## src/hw/rtl/bdlp_pkg.sv

```systemverilog
package bdlp_pkg;

    localparam int unsigned TICK_W = 16;
    localparam int unsigned EV_W   = 2;
    localparam int unsigned CFG_AW = 2;

    localparam logic [TICK_W-1:0] DEFAULT_SETTLE = TICK_W'(50);

    // event codes
    localparam logic [EV_W-1:0] EV_NONE    = 2'd0;
    localparam logic [EV_W-1:0] EV_PRESS   = 2'd1;
    localparam logic [EV_W-1:0] EV_RELEASE = 2'd2;
    localparam logic [EV_W-1:0] EV_LONG    = 2'd3;

    // register indexes
    localparam logic [CFG_AW-1:0] REG_LOW_PRESSED = 2'd0;
    localparam logic [CFG_AW-1:0] REG_DEBOUNCE    = 2'd1;
    localparam logic [CFG_AW-1:0] REG_LONG_PRESS  = 2'd2;

    typedef struct packed {
        logic              low_pressed;
        logic [TICK_W-1:0] debounce_ticks;
        logic [TICK_W-1:0] long_press_ticks;
    } cfg_t;

    typedef struct packed {
        logic            level_now;
        logic            held;
        logic [EV_W-1:0] event_res;
    } result_t;

endpackage

```

## src/hw/rtl/button_debounce_long_press.sv

```systemverilog
// Channel   Dir  Beat fields (lowest bit first)
// s_axis    in   tdata: pin_level, 7 bits zero
// m_axis    out  tdata: event_res[1:0], held, level_now, 4 bits zero
// cfg       in   cfg_addr 0 low_pressed, 1 debounce_ticks, 2 long_press_ticks
//
// One beat per clock sustained while m_tready stays high; m_tvalid rises once the s_ accept
// has passed the input register, then the state update into the output register.
// aresetn is synchronous: clears the settle and long-press counts, held state,
// previous level and the valid flags; settings return to 0 / 50 / 0.
// A stall on m_tready holds the output register and backs up through s_tready.
module button_debounce_long_press
    import bdlp_pkg::*;
(
    input  logic              aclk,
    input  logic              aresetn,
    input  logic              s_tvalid,
    output logic              s_tready,
    input  logic [7:0]        s_tdata,   // pin_level, pad
    output logic              m_tvalid,
    input  logic              m_tready,
    output logic [7:0]        m_tdata,   // event_res[1:0], held, level_now, pad
    input  logic              cfg_we,
    input  logic [CFG_AW-1:0] cfg_addr,
    input  logic [TICK_W-1:0] cfg_wdata
);

    cfg_t    cfg_reg;
    logic    in_valid_reg;
    logic    in_level_reg;
    logic    out_valid_reg;
    result_t out_reg;
    result_t res;
    logic    out_free;
    logic    step_en;

    assign out_free = !out_valid_reg || m_tready;
    assign step_en  = in_valid_reg && out_free;
    assign s_tready = !in_valid_reg || step_en;

    always_ff @(posedge aclk) begin
        if (!aresetn) begin
            cfg_reg.low_pressed      <= 1'b0;
            cfg_reg.debounce_ticks   <= DEFAULT_SETTLE;
            cfg_reg.long_press_ticks <= '0;
        end else if (cfg_we) begin
            case (cfg_addr)
                REG_LOW_PRESSED: cfg_reg.low_pressed      <= cfg_wdata[0];
                REG_DEBOUNCE:    cfg_reg.debounce_ticks   <= cfg_wdata;
                REG_LONG_PRESS:  cfg_reg.long_press_ticks <= cfg_wdata;
                default: ;
            endcase
        end
    end

    always_ff @(posedge aclk) begin
        if (!aresetn) begin
            in_valid_reg  <= 1'b0;
            out_valid_reg <= 1'b0;
        end else begin
            if (s_tready) begin
                in_valid_reg <= s_tvalid;
            end
            if (out_free) begin
                out_valid_reg <= in_valid_reg;
            end
        end
    end

    always_ff @(posedge aclk) begin
        if (s_tvalid && s_tready) begin
            in_level_reg <= s_tdata[0];
        end
        if (step_en) begin
            out_reg <= res;
        end
    end

    bdlp_core u_core (
        .aclk      (aclk),
        .aresetn   (aresetn),
        .cfg       (cfg_reg),
        .step_en   (step_en),
        .pin_level (in_level_reg),
        .res       (res)
    );

    assign m_tvalid = out_valid_reg;
    assign m_tdata  = {4'b0000, out_reg.level_now, out_reg.held, out_reg.event_res};

endmodule

```

## src/hw/rtl/bdlp_core.sv

```systemverilog
module bdlp_core
    import bdlp_pkg::*;
(
    input  logic    aclk,
    input  logic    aresetn,
    input  cfg_t    cfg,
    input  logic    step_en,
    input  logic    pin_level,
    output result_t res
);

    logic              prev_level_reg, prev_level_next;
    logic [TICK_W-1:0] settle_reg, settle_next;
    logic              held_reg, held_next;
    logic [TICK_W-1:0] hold_reg, hold_next;

    logic              logical;
    logic [TICK_W-1:0] settle_dec;
    logic [TICK_W-1:0] hold_dec;
    logic              deb_event;
    logic [EV_W-1:0]   ev;

    assign logical    = pin_level ^ cfg.low_pressed;
    assign settle_dec = settle_reg - TICK_W'(1);
    assign hold_dec   = hold_reg - TICK_W'(1);

    always_comb begin
        settle_next     = settle_reg;
        held_next       = held_reg;
        hold_next       = hold_reg;
        prev_level_next = pin_level;
        deb_event       = 1'b0;
        ev              = EV_NONE;

        if (pin_level != prev_level_reg) begin
            settle_next = (cfg.debounce_ticks != '0) ? cfg.debounce_ticks : DEFAULT_SETTLE;
        end else if (settle_reg != '0) begin
            settle_next = settle_dec;
            if (settle_dec == '0 && logical != held_reg) begin
                held_next = logical;
                deb_event = 1'b1;
                if (logical) begin
                    hold_next = cfg.long_press_ticks;
                    ev        = EV_PRESS;
                end else begin
                    hold_next = '0;
                    ev        = EV_RELEASE;
                end
            end
        end

        // long-press countdown runs only on ticks without a debounced change
        if (!deb_event && hold_reg != '0) begin
            hold_next = hold_dec;
            if (hold_dec == '0 && held_reg) begin
                ev = EV_LONG;
            end
        end

        res.event_res = ev;
        res.held      = held_next;
        res.level_now = logical;
    end

    always_ff @(posedge aclk) begin
        if (!aresetn) begin
            prev_level_reg <= 1'b0;
            settle_reg     <= '0;
            held_reg       <= 1'b0;
            hold_reg       <= '0;
        end else if (step_en) begin
            prev_level_reg <= prev_level_next;
            settle_reg     <= settle_next;
            held_reg       <= held_next;
            hold_reg       <= hold_next;
        end
    end

    // a running long-press count only exists while pressed
    a_hold_needs_held: assert property (@(posedge aclk) disable iff (!aresetn)
        hold_reg != '0 |-> held_reg)
        else $error("long-press count running while released");

    a_press_sets_held: assert property (@(posedge aclk) disable iff (!aresetn)
        step_en && res.event_res == EV_PRESS |=> held_reg && !$past(held_reg))
        else $error("press without rising held state");

    a_release_clears_held: assert property (@(posedge aclk) disable iff (!aresetn)
        step_en && res.event_res == EV_RELEASE |=> !held_reg && $past(held_reg))
        else $error("release without falling held state");

    a_held_changes_by_event: assert property (@(posedge aclk) disable iff (!aresetn)
        step_en && held_next != held_reg |->
            (res.event_res == EV_PRESS || res.event_res == EV_RELEASE))
        else $error("held state changed without an event");

endmodule

```

## config.mk

```make
export PLATFORM = sky130hd
export DESIGN_NAME = button_debounce_long_press
export DESIGN_NICKNAME = d
export VERILOG_FILES = /design/src/hw/rtl/bdlp_pkg.sv /design/src/hw/rtl/button_debounce_long_press.sv /design/src/hw/rtl/bdlp_core.sv
export SDC_FILE = /design/constraint.sdc
export NUM_CORES = 1
export LEC_CHECK = 0
export ABC_CLOCK_PERIOD_IN_PS = 6390
export BUFFER_PORTS_ARGS = -buffer_cell sky130_fd_sc_hd__buf_2
export CAP_MARGIN = 15
export CELL_PAD_IN_SITES_DETAIL_PLACEMENT = 1
export CELL_PAD_IN_SITES_GLOBAL_PLACEMENT = 2
export CORE_UTILIZATION = 39
export CTS_BUF_LIST = sky130_fd_sc_hd__clkbuf_8
export CTS_CLUSTER_SIZE = 16
export DETAILED_ROUTE_END_ITERATION = 7
export GPL_TIMING_DRIVEN = 1
export HOLD_SLACK_MARGIN = 0.05
export PLACE_DENSITY_LB_ADDON = 0.1
export SLEW_MARGIN = 20
export SYNTH_ARGS = -nofsm -noshare
export SYNTH_HDL_FRONTEND = slang
export SYNTH_SLANG_ARGS = --single-unit
```

## constraint.sdc

```tcl
create_clock -name aclk -period 6.39 [get_ports aclk]
set_input_delay 0.3195 -clock aclk [delete_from_list [all_inputs] [get_ports aclk]]
set_output_delay 0.3195 -clock aclk [all_outputs]
set_load 0.05 [all_outputs]
```

== Word-level counts from Yosys, hierarchy flattened ==
Index checks and enable logic that the tools add are counted.

* Input bits: 31
* Word-level logic and storage cells: 65
* Bits in registers: 74
* Output and inout port bits: 10

* Add/subtract/negate cells: 2
* Multiplexer cells: 20
* Equality and inequality tests: 5
* Reductions and logical operators: 24
* Bitwise operators: 1

{| class="wikitable"
|+ Operators by type and width
! kind !! count
|-
| $mux 16 || 8
|-
| $reduce_bool 16->1 || 3
|-
| $logic_not 16->1 || 2
|-
| $sub 16x1->16 const B || 2
|-
| $mux 2 || 6
|-
| $reduce_and 2->1 || 4
|-
| $mux 1 || 6
|-
| $reduce_bool 2->1 || 3
|-
| $logic_and 1x1->1 || 5
|-
| $reduce_and 4->1 || 1
|-
| $logic_not 1->1 || 3
|-
| $eq 2x1->1 const B || 1
|-
| $eq 2x2->1 const B || 1
|-
| $logic_not 2->1 || 1
|-
| $logic_or 1x1->1 || 2
|-
| $ne 1x1->1 || 2
|-
| $ne 2x2->1 const B || 1
|-
| $xor 1x1->1 || 1
|}

== Depth between registers and ports, before layout ==
Gate-level depths: netlist of the first run.

* Depth in word-level cells: 10
* Gate-level depth with buffers: 10
* Mapped depth without buffers: 8

== Cells and area by module ==
Synthesis of the first run repeated with hierarchy kept, for this count alone.

* Cell total of the unflattened synthesis: 518
* Area total of the unflattened synthesis: 4336.7 µm²

{| class="wikitable"
|+ By module, submodules not included
! module !! times used !! cells an instance !! area an instance (µm²) !! sequential area each (µm²)
|-
| bdlp_core || 1 || 367 || 2776.4 || 680.7
|-
| button_debounce_long_press || 1 || 151 || 1560.2 || 850.8
|}

== Worst setup path before layout of the first run ==
No wires, ideal clock.

* Path type: flip-flop to flip-flop
* From: register u_core.settle_reg[0]
* To: register u_core.hold_reg[10]
* Required time: 6272 ps
* Setup slack: 4108 ps
* Buffers on the path: 1
* Stages on the path, launching flop included: 10
* Setup time: 118 ps
* Clock period less this slack: 2282 ps
* Arrival: 2164 ps
* Cell sequence: dfxtp_1 > inv_1 > ha_1 > buf_2 > nor2_1 > nand3_2 > a2111oi_4 > nand4_4 > or2_4 > o2111a_1

* Cells in the longest elaborated chain, start to end: 10

{| class="wikitable"
|+ RTL lines
! item !! RTL line !! RTL
|-
| start: declaration || bdlp_core.sv:13 || <nowiki>logic [TICK_W-1:0] settle_reg, settle_next;</nowiki>
|-
| start signal: assignment || bdlp_core.sv:73 || <nowiki>settle_reg <= settle_next;</nowiki>
|-
| $sub 16x1->16 || bdlp_core.sv:24 || <nowiki>assign settle_dec = settle_reg - TICK_W'(1);</nowiki>
|-
| $logic_not 16->1 || bdlp_core.sv:39 || <nowiki>if (settle_dec == '0 && logical != held_reg) begin</nowiki>
|-
| $logic_and 1x1->1 || bdlp_core.sv:39 ||
|-
| $mux 1 || bdlp_core.sv:39 ||
|-
| $mux 1 || bdlp_core.sv:37 || <nowiki>end else if (settle_reg != '0) begin</nowiki>
|-
| $mux 1 || bdlp_core.sv:35 || <nowiki>if (pin_level != prev_level_reg) begin</nowiki>
|-
| $logic_not 1->1 || bdlp_core.sv:53 || <nowiki>if (!deb_event && hold_reg != '0) begin</nowiki>
|-
| $logic_and 1x1->1 || bdlp_core.sv:53 ||
|-
| $ne 2x2->1 (no source line) or $reduce_bool 2->1 (tied branches) || n/a ||
|-
| $reduce_and 4->1 (no source line) || n/a ||
|-
| end signal: assignment || bdlp_core.sv:75 || <nowiki>hold_reg <= hold_next;</nowiki>
|-
| end: declaration || bdlp_core.sv:15 || <nowiki>logic [TICK_W-1:0] hold_reg, hold_next;</nowiki>
|}

Several ways; a longest one is shown, not always the timed one.
A chain may end at the register's enable or synchronous reset.

== Final worst setup path of the first run ==
* From: register u_core.settle_reg[0]
* To: register u_core.hold_reg[13]

The elaborated chain is that of the path after synthesis.

==> results of run 1 <==
metrics by stage:
stage	utilization	std cells	setup slack, ns	area (um^2)
2_1_floorplan	-	531	4.11	4240
3_3_place_gp	0.425	666	3.38	4430
3_5_place_dp	0.425	666	3.27	4430
4_1_cts	0.447	682	3.26	4660
5_1_grt	0.447	682	2.99	4660
6_report	0.447	682	3.28	4660
cell type report:
class	instances	share of cell area
clock inverter	5	0.0166
clock buffer	11	0.0325
tap	136	0.0365
multi-input combinational	407	0.534
inverter	14	0.0113
timing repair buffer	35	0.0408
sequential	74	0.329
layout by cell type (no fill, tap or decap), types with 5 or more instances in the layout:
cell type  count
a21boi_0      30
a21oi_1       25
a31oi_1        5
and2_1         7
buf_2         29
buf_4          6
clkbuf_8      11
dfxtp_1       69
edfxtp_1       5
inv_1         14
mux2i_1       11
nand2_1      102
nand3_1       20
nand3b_1       6
nand4_1       12
nor2_1        28
nor2b_1        6
nor3_1        12
nor4_1         8
o211a_1        8
o21ai_0       29
o21ai_1        5
xnor2_1        9
xor2_1         6
per-layer routing:
metal | up-vias | global-route usage
met3 | 13 | 0.0307
met4 | 0 | 0.0764
met5 | - | 0
li1 | 1906 | -
met1 | 1899 | 0.345
met2 | 49 | 0.333
power by group through the flow:
stage               Sequential [W]  Clock (W)  Combinational, W
floorplan                 0.000548          0          0.000312
global placement          0.000555          0          0.000394
detailed placement        0.000557          0          0.000403
CTS                       0.000546   0.000431          0.000406
global route              0.000553   0.000451          0.000451
finish                    0.000547   0.000424          0.000406
worst paths after layout:
check                                     startpoint  slack, ns             endpoint  cells past startpoint
worst max register to register  u_core.settle_reg[0]       3.28  u_core.hold_reg[13]                      8
worst min register to register           cfg_reg[10]       0.47          cfg_reg[10]                      2
worst max-delay path            u_core.settle_reg[0]       3.28  u_core.hold_reg[13]                      8
worst min-delay path                      s_tdata[0]       0.16         in_level_reg                      1
critical path: stages (launching register included):
cell and delay (ns):
dfxtp_1 0.50, inv_1 0.08, ha_1 0.35, nor3b_1 0.21, xor2_1 0.19, a2111oi_4 0.41, nand4_4 0.49, a21oi_2 0.56
o221a_1 0.26
cells by family after synthesis:
group / after synthesis
multiplexers: 13
AO/OA/AOI/OAI: 135
flip-flops: 74
other: 1
adder cells (fa/ha/maj): 4
AND/OR/NAND/NOR: 236
XOR/XNOR: 15
buffers and inverters: 50
==> flow_summary.ini, run 1 <==
[route]
route.detailed.drc = 0
wl_met2_mm = 5.17
drtIter0Drc = 176
wl_mm = 12.2
via_per_inst = 5.67
vias = 3867
antenna_left = 0
met3_length_um = 309
firstDrtPassIters = 4
top_layer_used = met4
wl_per_cell_um = 17.8
wl_met1_mm = 6.50

[sta]
relSlewSlack = 0.362
fmax_mhz = 321
rsz0062_at_grt = no
period_minus_slack_ns = 3.11
setup_viol_count_final = 0
worst_slew_pin_slew_ns = 0.951
clock_skew_ns = 0.00740
fin_setup_tns_ns = 0
period_share = 0.487
finalMaxSlewViolations = 0
holdWs_ns = 0.162
finalHoldViolCount = 0

[clock_network]
clkSinkCount = 74
cts_tree = done
clkTransAtPathRegs_ns = 0.08
cts.path.max_buffers = 2
clkLatencyLatePin_ns = 0.35
htreeDepth = 3
cts-root-buf = clkbuf_8
postCtsSetupBuffers = 0
ctsResizeCount = 0
holdBufCountCts = 0
numCtsBuffers = 9

[placement]
hpwl_mm = 8.74
gp_congestion = 0.783
portBuffers = 29

[yosys]
synthArstFlopShare = 0
synth.top_cells.by_count = nand2_1, dfxtp_1, a21boi_0, o21ai_0, nor2_1
synth_xor_area_frac = 0.0311
synth.distinct_cells = 68
synth_area_leaders = dfxtp_1, nand2_1, a21boi_0, edfxtp_1, o21ai_0
yosys.area.top_type = dfxtp_1
syn_area_um2 = 4230
synth_ff_type = dfxtp_1
synth_warnings = 0
synth_top_family_by_area = simple AND/OR/NAND/NOR gates
synth_top_area_frac = 0.327
synth_edf_count = 5
syn_avg_cell_area_um2 = 8.01
synthAdderAreaFrac = 0.0118
synthMuxAreaShare = 0.0314
ys_ff_latch = 74
ys_seq_area_frac = 0.362
synth-compound-area-share = 0.223
netlist_instances = 528
yosys.area_share.simple = 0.287
synth.most_common_cell = nand2_1

[setup_path]
setup.worst_path.class = reg -> reg
worstSetupStartpointType = flip-flop
worst-path-max-fanout = 25
cp.arrival_ns = 3.41
required_ns = 6.69
end_kind = flip-flop

[global_routing]
antenna_found_initial = 0
grt_max_degree = 81
track_usage = 0.229
grt_first_pass_wirelength_mm = 20.1
grt_pass1_vias = 3704
grt-ovfl-total = 0

[cells_and_area]
area_delta_synth_final_pct = 10.2
drive_above_1_share = 0.119
multi_input_comb_area_um2 = 2490
finalNetCount = 576
antenna_cells = 0
seqCellArea_um2 = 1530
nFillCells = 1291
largest_register_ffs = 33

[pwr]
pwr-share-seq = 0.397
power_w = 0.00138
internal_power_w = 0.000891
power_density_nw_per_um2 = 295
p_leak_nw = 1.83
comb_power_share = 0.295
switching_power_w = 0.000485
switching_share = 0.353
irDropWorstVdd_uv = 106
pwr-share-clk = 0.308

[floorplan]
initial_core_util = 0.406
die_x_um = 106
die_y_um = 106
rows = 37
core-area_um2 = 10400
die_area_um2 = 11300
num_io_pins = 41

[status]
status = finished, final reports clean

[flow_run]
maxCapViolCount = 0

[min_path]
hp-class = in -> reg
(Power assumes the default switching activity.)
==> run 2: changes to the inputs <==
- ABC_CLOCK_PERIOD_IN_PS: 6390 -> 2900
- CORE_UTILIZATION: 39 -> 37
- clock period: 6.39 -> 2.9 ns (I/O delays scaled with it)
==> run 2 against run 1 <==
  * Hold slack worse by 0.10 ns
  * Critical path depth increased by 2
  * Highest routed layer unchanged
  * Largest cell class unchanged
  * Sequential share of layout area decreased by 1.6 points
  * Critical path type unchanged
  * Global-route usage rose by 0.56 points
  * Maximum frequency increased by 18%
  * Final area is 5.1% higher
  * Wire length increased by 5.4%
==> flow_summary.ini, run 2 (same netlist as run 1, synthesis figures left out) <==
[status]
status = finished, final reports clean

[cells_and_area]
largest_register_ffs = 33
antenna_cells = 0
area_delta_synth_final_pct = 15.8
final_common_cell = nand2_1
final_cell_mix = nand2_1, dfxtp_1, a21boi_0
finalNetCount = 603
drive_above_1_share = 0.138

[pwr]
irDropWorstVdd_uv = 310
power_density_nw_per_um2 = 636
p_leak_nw = 1.94

[clock_network]
cts.path.max_buffers = 2
clkSinkCount = 74
ctsResizeCount = 0
cts-root-buf = clkbuf_8
cts_tree = done
clkLatencyLatePin_ns = 0.38
htreeDepth = 3
clkTransAtPathRegs_ns = 0.09
numCtsBuffers = 9

[min_path]
holdPathStages = 3
hp-start = cfg_wdata[9]
hold_end = cfg_reg[25]
hp-class = in -> reg

[setup_path]
rr_endpoint = u_core.settle_reg[5]
setup.worst_path.class = reg -> reg
slowest_stage = dfxtp_1
end_kind = flip-flop
crit_chain = inv_1, ha_1, buf_4, nor3b_1, and4_1, nand2_1, o31ai_2, buf_4, a21oi_1, o211a_1
worstSetupStartpointType = flip-flop
crit_path_max_incr_delay_ns = 0.42
worst-path-max-fanout = 10
required_ns = 3.17
r2r_start = u_core.settle_reg[0]
cp.arrival_ns = 2.91
rr_worst_depth = 10
rrSetupSlack_ns = 0.26
path_common_cell = buf_4

[flow_run]
maxCapViolCount = 0

[global_routing]
antenna_found_initial = 0
grt_first_pass_wirelength_mm = 21.0
grt_pass1_vias = 3972
track_usage = 0.235
grt_max_degree = 52
grt-ovfl-total = 0

[placement]
portBuffers = 29
gp_congestion = 0.820
pre_cts_slack_ns = 0.273
hpwl_mm = 9.43

[sta]
finalHoldViolCount = 0
fmax_mhz = 379
worst_slew_pin_slew_ns = 0.891
clock_skew_ns = 0.00873
finalMaxSlewViolations = 0
period_minus_slack_ns = 2.64
setup_ws_ns = 0.258
rsz0062_at_grt = no
relSlewSlack = 0.406
setup_viol_count_final = 0
period_share = 0.911
fin_setup_tns_ns = 0

[floorplan]
initial_core_util = 0.385
die_y_um = 109
die_x_um = 109
num_io_pins = 41
core-area_um2 = 11000
die_area_um2 = 11900
rows = 38

[route]
wl_mm = 12.8
vias = 3961
via_per_inst = 5.56
antenna_left = 0
route.detailed.drc = 0
wl_per_cell_um = 18.0
drtIter0Drc = 195
firstDrtPassIters = 4
-- run 2: changes by cell type in the layout (fill, tap and decap cells not counted) --
cell           before  now
inv_6               0    2
clkinv_2            1    0
buf_4               6   19
clkinvlp_4          0    1
dlygate4sd3_1       0   14
inv_1              14   13
inv_4               0    1
clkbuf_8           11    9
-- run 2: cell type report --
| class | instances | area, um^2 |
|---|---|---|
| Multi-Input combinational cell | 407 | 2490 |
| Inverter | 14 | 52.6 |
| Sequential cell | 74 | 1530 |
| Timing Repair Buffer | 62 | 428 |
| Clock inverter | 7 | 100 |
| Fill cell | 1347 | 6080 |
| Clock buffer | 9 | 124 |
| Tap cell | 140 | 175 |
-- run 2: through the flow --
step	cell area, um^2	util	cells	power (W)	hold WS (ns)
6_report	4900	0.446	713	0.00312	0.0607
5_1_grt	4900	0.446	713	0.00330	0.0601
4_1_cts	4900	0.446	713	0.00314	0.0522
3_5_place_dp	4530	0.413	683	0.00217	0.332
3_3_place_gp	4530	0.413	683	0.00214	0.322
2_1_floorplan	4240	-	531	0.00190	0.244
-- run 2: routing by layer --
metal  vias to the layer above  GRT usage  wire (um)
met5                         -          0          0
met4                         0     0.0666        142
met3                        12     0.0454        412
met2                        70      0.353       5600
met1                      1919      0.339       6670
li1                       1960          -          -
-- run 2: timing repair --
item | in CTS | in global routing
hold buffers | 14 | 0
setup buffers | 0 | 0
endpoints found under the hold margin | 20 | 0
-- run 2: worst max path at each step --
| stage | depth (start not counted) | slack, ns | endpoint | from |
|---|---|---|---|---|
| after floorplan | 9 | 0.62 | u_core.hold_reg[10] | u_core.settle_reg[0] |
| after global routing | 10 | 0.02 | u_core.settle_reg[15] | u_core.settle_reg[0] |
| after global placement | 8 | 0.35 | u_core.hold_reg[13] | u_core.settle_reg[0] |
| after detailed placement | 10 | 0.27 | u_core.settle_reg[5] | u_core.settle_reg[0] |
| final | 10 | 0.26 | u_core.settle_reg[5] | u_core.settle_reg[0] |
| after CTS | 10 | 0.25 | u_core.settle_reg[5] | u_core.settle_reg[0] |
-- run 2: where the power goes --
part / internal [W] / switching [W]
sequential: 0.00110 / 0.000106
clock: 0.000493 / 0.000455
combinational: 0.000384 / 0.000578
total: 0.00198 / 0.00114
-- run 2: critical path, delay by kind of cell, from the launching register on --
kind,cells,cell delay [ns]
fa+ha+maj,1,0.26
buf+inv,3,0.52
simple gates,3,0.83
compound gates,3,0.51
flops,1,0.42
